<file path="config.mk">
export PLATFORM = sky130hd
export DESIGN_NAME = pmu_i2c_register_file_core
export DESIGN_NICKNAME = d
export VERILOG_FILES = /design/src/rtl/pirf_pkg.sv /design/src/rtl/pirf_ram.sv /design/src/rtl/pirf_ctrl.sv /design/src/rtl/pirf_dp.sv /design/src/rtl/pmu_i2c_register_file_core.sv
export SDC_FILE = /design/constraint.sdc
export NUM_CORES = 2
export LEC_CHECK = 0
export BUFFER_PORTS_ARGS = -buffer_cell sky130_fd_sc_hd__buf_2
export CORE_UTILIZATION = 40
export DETAILED_ROUTE_END_ITERATION = 8
export GPL_TIMING_DRIVEN = 0
export SYNTH_ARGS = -nofsm -noshare
export SYNTH_HDL_FRONTEND = slang
export SYNTH_SLANG_ARGS = --single-unit
</file>
<file path="constraint.sdc">
create_clock -name i_clk -period 27.1 [get_ports i_clk]
set_clock_uncertainty 0.2 [all_clocks]
set_input_delay 2.71 -clock i_clk [delete_from_list [all_inputs] [get_ports i_clk]]
set_output_delay 2.71 -clock i_clk [all_outputs]
set_load 0.1 [all_outputs]
</file>
<file path="src/rtl/pirf_pkg.sv">
`timescale 1ns / 1ps
// ----------------------------------------------------------------------------
// pirf_pkg
// Shared constants and controller/datapath interface types for the PMU
// register file behind the I2C target.
// ----------------------------------------------------------------------------
package pirf_pkg;

    localparam int REGISTER_COUNT_DEF = 256;
    localparam int PTR_W              = 8;
    localparam int DATA_W             = 8;
    localparam int BAT_W              = 10;

    localparam logic [BAT_W-1:0] BATTERY_DEFAULT = 10'd895;

    // bus event codes carried in tuser
    localparam logic [1:0] MODE_WSTART = 2'd0;
    localparam logic [1:0] MODE_WRITE  = 2'd1;
    localparam logic [1:0] MODE_READ   = 2'd2;
    localparam logic [1:0] MODE_OTHER  = 2'd3;

    // register map
    localparam logic [PTR_W-1:0] ADDR_IRQ_FIRST   = 8'h02;
    localparam logic [PTR_W-1:0] ADDR_IRQ_LAST    = 8'h06;
    localparam logic [PTR_W-1:0] ADDR_SHUTDOWN    = 8'h0c;
    localparam logic [PTR_W-1:0] ADDR_STATUS      = 8'h12;
    localparam logic [PTR_W-1:0] ADDR_GPIO_CFG    = 8'h16;
    localparam logic [PTR_W-1:0] ADDR_ADC_CTRL    = 8'h54;
    localparam logic [PTR_W-1:0] ADDR_ADC_RES_HI  = 8'h55;
    localparam logic [PTR_W-1:0] ADDR_ADC_RES_MID = 8'h56;
    localparam logic [PTR_W-1:0] ADDR_ADC_RES_LO  = 8'h57;
    localparam logic [PTR_W-1:0] ADDR_IRQ_EXT     = 8'h85;
    localparam logic [PTR_W-1:0] ADDR_GPIO_STAT   = 8'h87;

    localparam logic [DATA_W-1:0] GPIO_CFG_RESET  = 8'h07;
    localparam logic [DATA_W-1:0] SHUTDOWN_OR     = 8'h08;
    localparam logic [DATA_W-1:0] GPIO_STAT_OR    = 8'h02;
    localparam logic [DATA_W-1:0] STATUS_VALUE    = 8'h08;
    localparam logic [DATA_W-1:0] ADC_READY       = 8'h80;
    localparam logic [DATA_W-1:0] ADC_MUX_MASK    = 8'hf0;
    localparam logic [DATA_W-1:0] ADC_MUX_BAT0    = 8'h00;
    localparam logic [DATA_W-1:0] ADC_MUX_BAT1    = 8'h10;

    // controller -> datapath
    typedef struct packed {
        logic clr_we;   // clearing pass write
        logic take;     // input word accepted this cycle
        logic rd_done;  // RAM read data valid, finish the read
    } t_cmd;

    // datapath -> controller
    typedef struct packed {
        logic clr_done;
        logic out_free; // output register empty or being drained
        logic is_read;  // incoming word is a read
    } t_sts;

endpackage

</file>
<file path="src/rtl/pirf_ram.sv">
`timescale 1ns / 1ps
// ----------------------------------------------------------------------------
// pirf_ram
// Simple dual-port RAM, one write port, one registered read port.
// ----------------------------------------------------------------------------
module pirf_ram #(
    parameter int WIDTH = 8,
    parameter int DEPTH = 256
) (
    input  logic                     i_clk,
    input  logic                     i_we,
    input  logic [$clog2(DEPTH)-1:0] i_waddr,
    input  logic [WIDTH-1:0]         i_wdata,
    input  logic [$clog2(DEPTH)-1:0] i_raddr,
    output logic [WIDTH-1:0]         o_rdata
);

    logic [WIDTH-1:0] r_mem [DEPTH];
    logic [WIDTH-1:0] r_rdata;

    always_ff @(posedge i_clk) begin
        if (i_we) begin
            r_mem[i_waddr] <= i_wdata;
        end
        r_rdata <= r_mem[i_raddr];
    end

    assign o_rdata = r_rdata;

endmodule

</file>
<file path="src/rtl/pirf_ctrl.sv">
`timescale 1ns / 1ps
// ----------------------------------------------------------------------------
// pirf_ctrl
// Sequencer: clearing pass after reset, word acceptance, read completion.
// ----------------------------------------------------------------------------
module pirf_ctrl
    import pirf_pkg::*;
(
    input  logic i_clk,
    input  logic i_rst_n,
    input  logic i_valid,
    output logic o_ready,
    input  t_sts i_sts,
    output t_cmd o_cmd
);

    typedef enum logic [2:0] {
        ST_CLEAR = 3'b001,
        ST_IDLE  = 3'b010,
        ST_READ  = 3'b100
    } t_state;

    t_state r_state;
    t_state n_state;
    logic   take;

    assign o_ready = (r_state == ST_IDLE) && i_sts.out_free;
    assign take    = o_ready && i_valid;

    always_comb begin
        n_state       = r_state;
        o_cmd.clr_we  = 1'b0;
        o_cmd.take    = 1'b0;
        o_cmd.rd_done = 1'b0;
        unique case (r_state)
            ST_CLEAR: begin
                o_cmd.clr_we = !i_sts.clr_done;
                if (i_sts.clr_done) begin
                    n_state = ST_IDLE;
                end
            end
            ST_IDLE: begin
                o_cmd.take = take;
                if (take && i_sts.is_read) begin
                    n_state = ST_READ;
                end
            end
            ST_READ: begin
                o_cmd.rd_done = 1'b1;
                n_state       = ST_IDLE;
            end
            default: begin
                n_state = ST_CLEAR;
            end
        endcase
    end

    always_ff @(posedge i_clk) begin
        if (!i_rst_n) begin
            r_state <= ST_CLEAR;
        end else begin
            r_state <= n_state;
        end
    end

endmodule

</file>
<file path="src/rtl/pirf_dp.sv">
`timescale 1ns / 1ps
// ----------------------------------------------------------------------------
// pirf_dp
// Datapath: register RAM, pointer and latch, ADC result registers, read
// overrides, output register.
// ----------------------------------------------------------------------------
module pirf_dp
    import pirf_pkg::*;
#(
    parameter int REGISTER_COUNT = REGISTER_COUNT_DEF
) (
    input  logic              i_clk,
    input  logic              i_rst_n,
    input  t_cmd              i_cmd,
    output t_sts              o_sts,
    input  logic [1:0]        i_mode,
    input  logic [DATA_W-1:0] i_wdata,
    input  logic              i_cfg_we,
    input  logic [BAT_W-1:0]  i_cfg_wdata,
    output logic              o_out_valid,
    output logic [DATA_W-1:0] o_out_data,
    input  logic              i_out_ready
);

    localparam int ADDR_W = $clog2(REGISTER_COUNT);

    logic [PTR_W-1:0]  r_ptr;
    logic              r_latched;
    logic [BAT_W-1:0]  r_bat;
    logic [DATA_W-1:0] r_res_hi;
    logic [DATA_W-1:0] r_res_mid;
    logic [DATA_W-1:0] r_res_lo;
    logic [ADDR_W:0]   r_clr_cnt;
    logic              r_out_valid;
    logic [DATA_W-1:0] r_out_data;

    logic              ram_we;
    logic [ADDR_W-1:0] ram_waddr;
    logic [DATA_W-1:0] ram_wdata;
    logic [DATA_W-1:0] ram_rdata;
    logic              wr_store;
    logic              adc_start;
    logic [BAT_W-1:0]  adc_sel;
    logic [DATA_W-1:0] rd_value;
    logic              out_load;
    logic [DATA_W-1:0] out_value;

    // store path: a write byte after the pointer is latched
    assign wr_store  = i_cmd.take && (i_mode == MODE_WRITE) && r_latched;
    assign adc_start = wr_store && (r_ptr == ADDR_ADC_CTRL) && i_wdata[0];
    assign adc_sel   = (((i_wdata & ADC_MUX_MASK) == ADC_MUX_BAT0) ||
                        ((i_wdata & ADC_MUX_MASK) == ADC_MUX_BAT1)) ? r_bat : '0;

    always_comb begin
        if (i_cmd.clr_we) begin
            ram_we    = 1'b1;
            ram_waddr = r_clr_cnt[ADDR_W-1:0];
            ram_wdata = (PTR_W'(r_clr_cnt[ADDR_W-1:0]) == ADDR_GPIO_CFG) ? GPIO_CFG_RESET : '0;
        end else begin
            ram_we    = wr_store;
            ram_waddr = r_ptr[ADDR_W-1:0];
            ram_wdata = i_wdata;
        end
    end

    pirf_ram #(
        .WIDTH (DATA_W),
        .DEPTH (REGISTER_COUNT)
    ) u_ram (
        .i_clk   (i_clk),
        .i_we    (ram_we),
        .i_waddr (ram_waddr),
        .i_wdata (ram_wdata),
        .i_raddr (r_ptr[ADDR_W-1:0]),
        .o_rdata (ram_rdata)
    );

    // read overrides, ADC results live in flops
    always_comb begin
        if (r_ptr == ADDR_SHUTDOWN) begin
            rd_value = ram_rdata | SHUTDOWN_OR;
        end else if (r_ptr == ADDR_GPIO_STAT) begin
            rd_value = ram_rdata | GPIO_STAT_OR;
        end else if ((r_ptr >= ADDR_IRQ_FIRST && r_ptr <= ADDR_IRQ_LAST) ||
                     r_ptr == ADDR_IRQ_EXT) begin
            rd_value = '0;
        end else if (r_ptr == ADDR_STATUS) begin
            rd_value = STATUS_VALUE;
        end else if (r_ptr == ADDR_ADC_RES_HI) begin
            rd_value = r_res_hi;
        end else if (r_ptr == ADDR_ADC_RES_MID) begin
            rd_value = r_res_mid;
        end else if (r_ptr == ADDR_ADC_RES_LO) begin
            rd_value = r_res_lo;
        end else begin
            rd_value = ram_rdata;
        end
    end

    assign out_load  = (i_cmd.take && (i_mode != MODE_READ)) || i_cmd.rd_done;
    assign out_value = i_cmd.rd_done ? rd_value : '0;

    always_ff @(posedge i_clk) begin
        if (!i_rst_n) begin
            r_ptr       <= '0;
            r_latched   <= 1'b0;
            r_bat       <= BATTERY_DEFAULT;
            r_res_hi    <= '0;
            r_res_mid   <= '0;
            r_res_lo    <= '0;
            r_clr_cnt   <= '0;
            r_out_valid <= 1'b0;
        end else begin
            if (i_cfg_we) begin
                r_bat <= i_cfg_wdata;
            end
            if (i_cmd.clr_we) begin
                r_clr_cnt <= r_clr_cnt + 1'b1;
            end
            if (i_cmd.take && (i_mode == MODE_WSTART)) begin
                r_latched <= 1'b0;
            end
            if (i_cmd.take && (i_mode == MODE_WRITE) && !r_latched) begin
                r_ptr     <= i_wdata;
                r_latched <= 1'b1;
            end
            if (wr_store) begin
                r_ptr <= r_ptr + 1'b1;
                if (r_ptr == ADDR_ADC_RES_HI) begin
                    r_res_hi <= i_wdata;
                end
                if (r_ptr == ADDR_ADC_RES_MID) begin
                    r_res_mid <= i_wdata;
                end
                if (r_ptr == ADDR_ADC_RES_LO) begin
                    r_res_lo <= i_wdata;
                end
            end
            if (adc_start) begin
                r_res_hi  <= adc_sel[BAT_W-1:2];
                r_res_mid <= '0;
                r_res_lo  <= ADC_READY | {6'd0, adc_sel[1:0]};
            end
            if (i_cmd.rd_done) begin
                r_ptr <= r_ptr + 1'b1;
            end
            if (out_load) begin
                r_out_valid <= 1'b1;
            end else if (i_out_ready) begin
                r_out_valid <= 1'b0;
            end
        end
    end

    always_ff @(posedge i_clk) begin
        if (out_load) begin
            r_out_data <= out_value;
        end
    end

    assign o_sts.clr_done = r_clr_cnt[ADDR_W];
    assign o_sts.out_free = !r_out_valid || i_out_ready;
    assign o_sts.is_read  = (i_mode == MODE_READ);
    assign o_out_valid    = r_out_valid;
    assign o_out_data     = r_out_data;

    // no word is taken before the clearing pass has finished
    a_take_after_clear: assert property (@(posedge i_clk) disable iff (!i_rst_n)
        i_cmd.take |-> r_clr_cnt[ADDR_W])
        else $error("word accepted during clearing pass");

    // a pending result is never overwritten
    a_no_overwrite: assert property (@(posedge i_clk) disable iff (!i_rst_n)
        out_load |-> (!r_out_valid || i_out_ready))
        else $error("output register overwritten");

    // a finished read advances the pointer by one
    a_read_incr: assert property (@(posedge i_clk) disable iff (!i_rst_n)
        i_cmd.rd_done |=> (r_ptr == $past(r_ptr) + 1'b1))
        else $error("pointer did not advance after read");

    // the clearing pass and normal traffic never share the write port
    a_clear_excl: assert property (@(posedge i_clk) disable iff (!i_rst_n)
        i_cmd.clr_we |-> !(i_cmd.take || i_cmd.rd_done))
        else $error("clearing write overlaps traffic");

endmodule

</file>
<file path="src/rtl/pmu_i2c_register_file_core.sv">
`timescale 1ns / 1ps
// ----------------------------------------------------------------------------
// pmu_i2c_register_file_core
// Register file of a power-management chip as seen behind an I2C target:
// 256 byte registers, a register pointer loaded by the first written byte,
// auto-increment on writes and reads, ADC conversion on start-bit writes.
// ----------------------------------------------------------------------------
//
//  port group   dir  fields (lsb first)                 accepted when
//  s_axis_*     in   tuser: mode[1:0]; tdata: wdata[7:0] tvalid & tready
//  m_axis_*     out  tdata: read_data[7:0]               tvalid & tready
//  i_cfg_*      in   wdata: battery_adc_count[9:0]       i_cfg_we
//
//  After reset a clearing pass loads the reset image into all REGISTER_COUNT
//  RAM registers; s_axis_tready stays low until the pass is done and the sequencer is idle.
//  Write-start, write-byte and ignored words are handled in the idle state.
//  A read also passes through the read state: the register RAM has a registered read port.
//  Each word yields one result word; the output register frees the input
//  side, so a new word is taken in the cycle a pending result is drained.
//  Reset is synchronous, active low.
//
module pmu_i2c_register_file_core
    import pirf_pkg::*;
#(
    parameter int REGISTER_COUNT = REGISTER_COUNT_DEF
) (
    input  logic              i_clk,
    input  logic              i_rst_n,
    // input words
    input  logic              s_axis_tvalid,
    output logic              s_axis_tready,
    input  logic [7:0]        s_axis_tdata,   // [7:0] write_data
    input  logic [1:0]        s_axis_tuser,   // [1:0] mode
    // result words
    output logic              m_axis_tvalid,
    input  logic              m_axis_tready,
    output logic [7:0]        m_axis_tdata,   // [7:0] read_data
    // configuration: battery ADC count
    input  logic              i_cfg_we,
    input  logic [BAT_W-1:0]  i_cfg_wdata
);

    t_cmd cmd;   // sequencer commands
    t_sts sts;   // datapath status

    pirf_ctrl u_ctrl (
        .i_clk   (i_clk),
        .i_rst_n (i_rst_n),
        .i_valid (s_axis_tvalid),
        .o_ready (s_axis_tready),
        .i_sts   (sts),
        .o_cmd   (cmd)
    );

    pirf_dp #(
        .REGISTER_COUNT (REGISTER_COUNT)
    ) u_dp (
        .i_clk       (i_clk),
        .i_rst_n     (i_rst_n),
        .i_cmd       (cmd),
        .o_sts       (sts),
        .i_mode      (s_axis_tuser),
        .i_wdata     (s_axis_tdata),
        .i_cfg_we    (i_cfg_we),
        .i_cfg_wdata (i_cfg_wdata),
        .o_out_valid (m_axis_tvalid),
        .o_out_data  (m_axis_tdata),
        .i_out_ready (m_axis_tready)
    );

endmodule
</file>
==> results.cfg <==
[sta]
fin_crit_sh_pct = 27.4
slew_headroom_pct = -9.87
maxSlewViolCount = 99
hold_viol = 0
fin_crit_ns = 7.43
setup_viol = 0
setup_slack_ns = 19.67
fmax_mhz = 135
worst_pin_slew_ns = 1.63
timing.hold.ws_ns = 0.280
rsz0062_at_grt = no

[synthesis]
syn_area_sq_um = 83300
async_flop_share_pct = 0
synth-edff-count = 2056
synth.most_common_cell = edfxtp_1
synth_seq_cells = 2120
avgSynthCellArea_sq_um = 20.3
synth_top_area_share_pct = 74.1
yosys-top-cells-area = edfxtp_1 (74%), mux4_2 (13%), mux2i_1 (1.8%)
yosys.area.top_type = edfxtp_1
synthFlopType = edfxtp_1
ys_warn_count = 0
yosysSeqAreaShare_pct = 75.7
syn-instance-count = 4110
syn-num-nets = 4141
ys_top_cells_by_count = edfxtp_1 (2,056), mux4_2 (479), nor2_1 (340)
ys_types = 84

[grt]
antenna_found_initial = 35
grt_use_met1_pct = 41.9
gr-total-overflow = 0
met2_usage_pct = 45.8
grt_use_met3_pct = 12.4
grt_max_degree = 93
top_usage_layer = met2
grt_pass1_wl_um = 444000
grt_pass1_vias = 45400
grt_usage_pct = 32.6

[run]
maxCapViolCount = 14

[critical_path]
worstPathArrival_ns = 7.68
path_class = flip-flop to flip-flop
cpLargestDelayFamily = buffers and inverters
critPathMaxFanout = 10
cp_data_required_time_ns = 27.35
path_cells = buf_4 -> buf_2 -> buf_2 -> clkbuf_2 -> buf_12 -> buf_2 -> a31o_2 -> nand3_1 -> clkbuf_2 -> nor2_1
end_kind = flip-flop
start_kind = flip-flop
critPathMaxStageDelay_ns = 1.06
crit_top_cell = buf_2
slowest_stage = nor2_1
crit_buf_inv = 7

[routing]
drc = 0
vias_per_cell = 6.65
via_count = 49200
final_antenna_net_count = 0
drt-total-wl_um = 344000
drt_iter0_drc = 9511
drtPass1Iterations = 8
post_drt_wl_per_cell_um = 46.5

[pwr]
vdd_ir_drop_max_v = 0.0000556
power_density_nw_per_um2 = 68.6
power_leakage_nw = 29.6

[cts]
numCtsBuffers = 212
cts_resized = 0
cts_root_buf = clkbuf_16
cts_tree = done
cts_max_level = 4
cts_sinks = 2120
postCtsSetupBuffers = 0
clkTransAtPathRegs_ns = 0.07
clock_latency_ns = 0.89
clockBufferDepth = 3
ctsHoldBuffers = 0

[die]
rows = 167
die_height_um = 458
fp.dieW_um = 458
ioPinCount = 35
coreArea_sq_um = 207000
die-area_sq_um = 210000
start_util_pct = 40.2

[cells_and_area]
fin_cells = 7395
fin_nets = 4434
drive_gt1_share_pct = 23.7
areaGrowthSynthToFinish_pct = 14.0

[place]
pre_cts_ws_ns = 20.10
dpl.cell_count = 6977
dp_hpwl_um = 224000
port_buffers = 33
gp_congestion = 1.03

[worst_hold_path]
min-delay-path-class = flip-flop to flip-flop

[status]
status = finished with violations
violations = max-capacitance violations, max-slew violations
power breakdown:
part | leakage, nW | internal [mW] | total (mW) | switching [mW]
Sequential | 19.8 | 3.55 | 3.55 | 0.00326
Combinational | 6.49 | 0.0121 | 0.0507 | 0.0386
Clock | 3.30 | 1.60 | 2.92 | 1.32
Total | 29.6 | 5.16 | 6.52 | 1.36
cells in the final DEF, fill, tap and decap left out, types with 29 or more instances in the layout:
| master | synthesis | routed |
|---|---|---|
| edfxtp_1 | 2056 | 2056 |
| mux4_2 | 479 | 479 |
| nor2_1 | 340 | 338 |
| clkbuf_16 | 0 | 212 |
| mux2i_1 | 146 | 146 |
| nand2_1 | 119 | 117 |
| buf_2 | 69 | 115 |
| clkbuf_1 | 104 | 106 |
| a22oi_1 | 102 | 102 |
| a21oi_1 | 74 | 74 |
| dfxtp_1 | 64 | 64 |
| clkinv_1 | 1 | 62 |
| clkbuf_2 | 0 | 41 |
| nand3_1 | 40 | 40 |
| clkinv_2 | 0 | 39 |
| o21ai_0 | 37 | 34 |
| buf_4 | 31 | 32 |
| buf_6 | 27 | 29 |
registers in the layout (all words and copies together), names as in the netlist:
| signal | cells |
|---|---|
| u_dp.u_ram.r_mem | 2048 |
| u_dp.r_ptr | 8 |
| u_dp.r_latched | 1 |
| u_dp.o_out_valid | 1 |
| u_dp.u_ram.o_rdata | 8 |
| u_dp.r_res_mid | 8 |
| u_dp.r_bat | 10 |
| u_dp.r_res_hi | 8 |
| u_ctrl.r_state | 3 |
| u_dp.r_res_lo | 8 |
| u_dp.o_out_data | 8 |
| u_dp.r_clr_cnt | 9 |
area by class of cell:
cell class	instances	area [sq um]
tap	2788	3490
inverter	9	33.8
timing repair buffer	79	1190
multi-input combinational	1726	18900
antenna	24	60.1
clock inverter	139	1350
fill	17300	112000
sequential	2120	63000
buffer	255	1500
clock buffer	255	5470
routing by layer:
metal / routed length, um / part of all wire [%] / up-vias
li1: - / - / 17700
met1: 123000 / 36 / 26100
met2: 145000 / 42 / 4459
met3: 49800 / 14 / 938
met4: 26100 / 7.6 / 8
met5: 166 / 0.048 / -
logic make-up (layout without fill, tap and decap cells):
| family | count (synthesis) | count (layout) | share of synthesized area, % |
|---|---|---|---|
| flops | 2120 | 2120 | 75.7 |
| buf+inv | 264 | 737 | 1.76 |
| simple gates | 647 | 647 | 3.50 |
| other cells | 0 | 24 | 0 |
| mux | 660 | 660 | 15.5 |
| xor+xnor | 5 | 5 | 0.0526 |
| compound gates | 408 | 408 | 3.48 |
| fa+ha+maj | 6 | 6 | 0.0901 |
final timing paths:
kind | start | endpoint | slack [ns] | cells past startpoint
worst min-delay path | u_dp.r_bat[8] | u_dp.r_res_hi[6] | 0.28 | 1
worst min register to register | u_dp.r_bat[8] | u_dp.r_res_hi[6] | 0.28 | 1
worst max register to register | u_dp.r_ptr[1] | u_dp.u_ram.r_mem[143][4] | 19.67 | 10
worst max-delay path | u_dp.r_ptr[1] | u_dp.u_ram.r_mem[143][4] | 19.67 | 10
per-stage QoR:
step / util (%) / total power, mW / area [sq um] / setup TNS [ns]
after global routing: 45.8 / 6.63 / 94900 / 0
final: 45.9 / 6.52 / 95000 / 0
after global placement: 42.0 / 3.66 / 86900 / -126.01
after floorplan: - / 3.64 / 83300 / 0
after CTS: 45.8 / 6.51 / 94900 / 0
after detailed placement: 42.5 / 3.67 / 88100 / 0
(Power assumes the default switching activity.)
